`config.mk`:
```
export PLATFORM = sky130hd
export DESIGN_NAME = esc_queue
export DESIGN_NICKNAME = d
export VERILOG_FILES = /design/src/hw/rtl/esc_pkg.sv /design/src/hw/rtl/esc_queue.sv
export SDC_FILE = /design/constraint.sdc
export NUM_CORES = 1
export LEC_CHECK = 0
export ABC_CLOCK_PERIOD_IN_PS = 3500
export BUFFER_PORTS_ARGS = -buffer_cell sky130_fd_sc_hd__buf_2
export CAP_MARGIN = 20
export CORE_UTILIZATION = 51
export CTS_BUF_LIST = sky130_fd_sc_hd__clkbuf_16
export CTS_CLUSTER_SIZE = 28
export DETAILED_ROUTE_END_ITERATION = 16
export GPL_TIMING_DRIVEN = 0
export PLACE_DENSITY_LB_ADDON = 0.05
export REMOVE_ABC_BUFFERS = 1
export SLEW_MARGIN = 20
export SYNTH_ARGS = -nofsm -noshare
export SYNTH_HDL_FRONTEND = slang
export SYNTH_SLANG_ARGS = --single-unit
```
`constraint.sdc`:
```
create_clock -name clk -period 3.5 [get_ports clk]
set_clock_uncertainty 0.2 [all_clocks]
set_input_delay 0.175 -clock clk [delete_from_list [all_inputs] [get_ports clk]]
set_output_delay 0.175 -clock clk [all_outputs]
set_load 0.02 [all_outputs]
```
`src/hw/rtl/esc_pkg.sv`:
```
// ----------------------------------------------------------------------------
// esc_pkg
// Shared types and constants for the environmental sensor compensation block.
// ----------------------------------------------------------------------------
package esc_pkg;

  typedef logic signed [31:0] s32_t;

  // configuration register indexes
  typedef enum logic [2:0] {
    REG_TEMP_CAL  = 3'd0,
    REG_PRESS_LO  = 3'd1,
    REG_PRESS_HI  = 3'd2,
    REG_PRESS_P9  = 3'd3,
    REG_HUM_CAL   = 3'd4
  } reg_index_t;

  localparam int unsigned CfgIndexW = 3;
  localparam int unsigned CfgDataW  = 64;
  localparam int unsigned HumW      = 17;

  localparam s32_t PressOffset = 32'sd64000;
  localparam s32_t HumOffset   = 32'sd76800;
  localparam s32_t HumMax      = 32'sd419430400;

  // calibration words as held in the configuration registers
  typedef struct packed {
    logic [47:0] temp;
    logic [63:0] press_lo;
    logic [63:0] press_hi;
    logic [15:0] press_p9;
    logic [63:0] hum;
  } cal_t;

  // one sample handed from the front part to the back part
  typedef struct packed {
    logic [31:0]     temp;
    logic [HumW-1:0] hum;
    logic [31:0]     numer;
    logic [31:0]     divisor;
  } fitem_t;

endpackage

```
`src/hw/rtl/esc_queue.sv`:
```
// ----------------------------------------------------------------------------
// esc_queue
// Short FIFO between the front and back parts so each side stalls on its own.
// ----------------------------------------------------------------------------
module esc_queue (
  input  logic            clk,
  input  logic            rst,
  input  logic            push,
  input  esc_pkg::fitem_t push_item,
  output logic            full,
  input  logic            pop,
  output logic            empty,
  output esc_pkg::fitem_t pop_item
);
  import esc_pkg::*;

  localparam int unsigned Depth = 4;
  localparam int unsigned PtrW  = $clog2(Depth);

  fitem_t          mem [Depth];
  logic [PtrW-1:0] wr_ptr, rd_ptr;
  logic [PtrW:0]   count;

  assign full     = (count == (PtrW+1)'(Depth));
  assign empty    = (count == '0);
  assign pop_item = mem[rd_ptr];

  // store beat
  always_ff @(posedge clk) begin
    if (push) begin
      mem[wr_ptr] <= push_item;
    end
  end

  // advance pointers and occupancy
  always_ff @(posedge clk) begin
    if (rst) begin
      wr_ptr <= '0;
      rd_ptr <= '0;
      count  <= '0;
    end else begin
      if (push) wr_ptr <= wr_ptr + 1'b1;
      if (pop)  rd_ptr <= rd_ptr + 1'b1;
      if (push && !pop) begin
        count <= count + 1'b1;
      end else if (pop && !push) begin
        count <= count - 1'b1;
      end
    end
  end

endmodule

```
==> flow_metrics.tcl <==
set metrics [dict create \
    status "complete, no violations" \
    synthCells 635 \
    seq_area_frac_synth 0.821 \
    rsz0062_at_grt "no" \
    cp_max_fo 32 \
    placed_cell_area_um2 18600 \
    clk_latency_ns 0.53 \
    drc 0 \
    start_util 0.516 \
    final_layout_size_suffix_gt1_frac 0.404 \
    yosysTopAreaCellShare 0.810 \
    setup-tns-final_ns 0 \
    setup_violations 0 \
    yosysWarningCount 0 \
    critPathKind "reg2out" \
    final_core_util 0.653 \
    ir_drop_mv 0.447 \
    yosysUniqueCellTypes 21 \
    drt_pass1_iterations 4 \
    p_leak_nw 7.23 \
    portBuffers 231 \
    post-route-period-util 0.864 \
    dp_hpwl_mm 17.7 \
    ant_nets 0 \
    core_area_um2 32500 \
    cts_tree "built" \
    gp_congestion 0.695 \
    avgSynthCellArea_um2 26.4 \
    routed_via_density 5.21 \
    ioPinCount 232 \
    cts_buffer_depth 3 \
    netlist_area_um2 16800 \
    wire_per_inst_um 20.2 \
    grt-ovfl-total 0 \
    yosysTopAreaCell "edfxtp_1" \
    slew-limit-headroom 0.552 \
    grt_pass1_vias 8632 \
    slew_violations 0 \
    end_kind "output port" \
    worstMarginPinSlew_ns 0.671 \
    fillers 2176 \
    p_per_area_nw_per_um2 584 \
    grt_usage 0.185 \
    routed-via-count 7756 \
    die_h_um 183 \
    die_w_um 183 \
    arrival_ns 2.65 \
    synth_seq_cells 461 \
    diodes 0 \
    min_period_ns 3.02 \
    hold_viol_final 0 \
    antenna_found_initial 0 \
    rows 66 \
    cts_sinks 461 \
    hold_path_class "in2reg" \
    maxCapViolations 0 \
    fin_nets 1140 \
    clk_pin_slew_ns 0.06 \
    fin_area_um2 21200 \
    cp-start-kind "register" \
    numCtsBuffers 46 \
    max_freq_mhz 331 \
    grt_max_degree 45 \
    die_area_um2 33600 \
    netlist_top_cells_area "edfxtp_1 (81%), mux4_2 (15%), dfxtp_1 (1.1%)" \
    grt_pass1_wl_mm 46.9 \
    required_ns 3.12 \
    drt_wl_total_mm 30.1 \
    htree_levels 2 \
    root_buffer "clkbuf_16" \
    syn2layout_area_growth_pct 26.5 \
    drt-initial-drc-count 499 \
]
==> placed cells by master, fill, tap and decap left out, drive strengths merged <==
cell         netlist  final
ha                 5      5
clkbuf             6     49
dfxtp              9      9
clkinv             0     14
and2               4      4
fa                 1      1
bufinv             0      2
mux4             113    113
xnor2              2      2
dlygate4sd3        0    117
buf               21    244
a21oi              1      1
edfxtp           452    452
mux2i              2      2
nor2               7      7
xor2               3      3
nor3               1      1
o21ai              1      1
nor3b              1      1
nand2              1      1
inv                4     13
or3                1      1
clkinvlp           0      4
==> critical path: stages (launching register included) <==
cell and delay, ns:
dfxtp_4 0.79, buf_16 0.33, buf_12 0.25, mux4_2 0.54, buf_2 0.18
==> registers in the layout (all words and copies together), names as in the netlist, named ones only <==
register  cells
mem         452
count         3
rd_ptr        2
wr_ptr        2
==> cells by family after synthesis <==
group           share of synthesized area
fa+ha+maj                         0.00493
mux                                 0.153
xor+xnor                          0.00261
simple gates                      0.00441
flops                               0.821
buf+inv                            0.0137
compound gates                   0.000597
==> per-stage QoR <==
step	cells	hold WS [ns]	total power (W)	setup WS, ns
after floorplan	608	0.0441	0.00740	-2.29
after global placement	1281	0.183	0.00794	-4.49
after detailed placement	1294	0.190	0.00788	0.940
after CTS	1489	0.164	0.0125	0.365
after global routing	1489	0.177	0.0128	0.261
final	1489	0.195	0.0124	0.476
==> layout make-up <==
class	count	area (µm²)	area share
multi-input combinational	143	2790	0.131
sequential	461	13800	0.649
clock buffer	49	1230	0.0578
inverter	4	15.0	0.000708
tap	442	553	0.0261
clock inverter	29	194	0.00915
timing repair buffer	361	2660	0.126
==> final timing paths <==
check                              startpoint  cells after the start           end  slack, ns
worst max-delay path                 register                      4  pop_item[23]       0.48
worst min-delay path            push_item[78]                      2    mem[2][78]       0.19
worst max register to register      wr_ptr[0]                      4    mem[0][64]       1.43
worst min register to register      rd_ptr[0]                      2     rd_ptr[0]       0.34
==> synth_stat cells <==
cell,number
fa_1,1
ha_1,5
buf_2,12
nand2_1,1
a21oi_1,1
xnor2_1,2
edfxtp_1,452
o21ai_0,1
xor2_1,3
and2_1,4
nor2_1,7
buf_8,8
nor3b_1,1
buf_6,1
clkbuf_1,6
or3_1,1
mux4_2,113
nor3_1,1
dfxtp_1,9
mux2i_1,2
inv_1,4
==> where the power goes <==
part	total [W]	internal [W]	switching, W
clock	0.00454	0.00266	0.00189
combinational	0.00140	0.000635	0.000769
sequential	0.00644	0.00634	0.0000964
total	0.0124	0.00963	0.00275
==> per-layer routing <==
layer  GRT usage  routed length (µm)  vias to the layer above
met4      0.0487                 399                        0
met5           0                   0                        -
li1            -                   -                     3492
met1       0.236               12200                     4035
met2       0.320               15700                      199
met3      0.0445                1710                       30
==> what timing repair did <==
item,in CTS,in global routing
hold buffers,117,0
endpoints found under the hold margin,461,0
gates resized for setup,0,0
buffers inserted,0,0
Note: power is estimated with default switching activity, not from simulation.
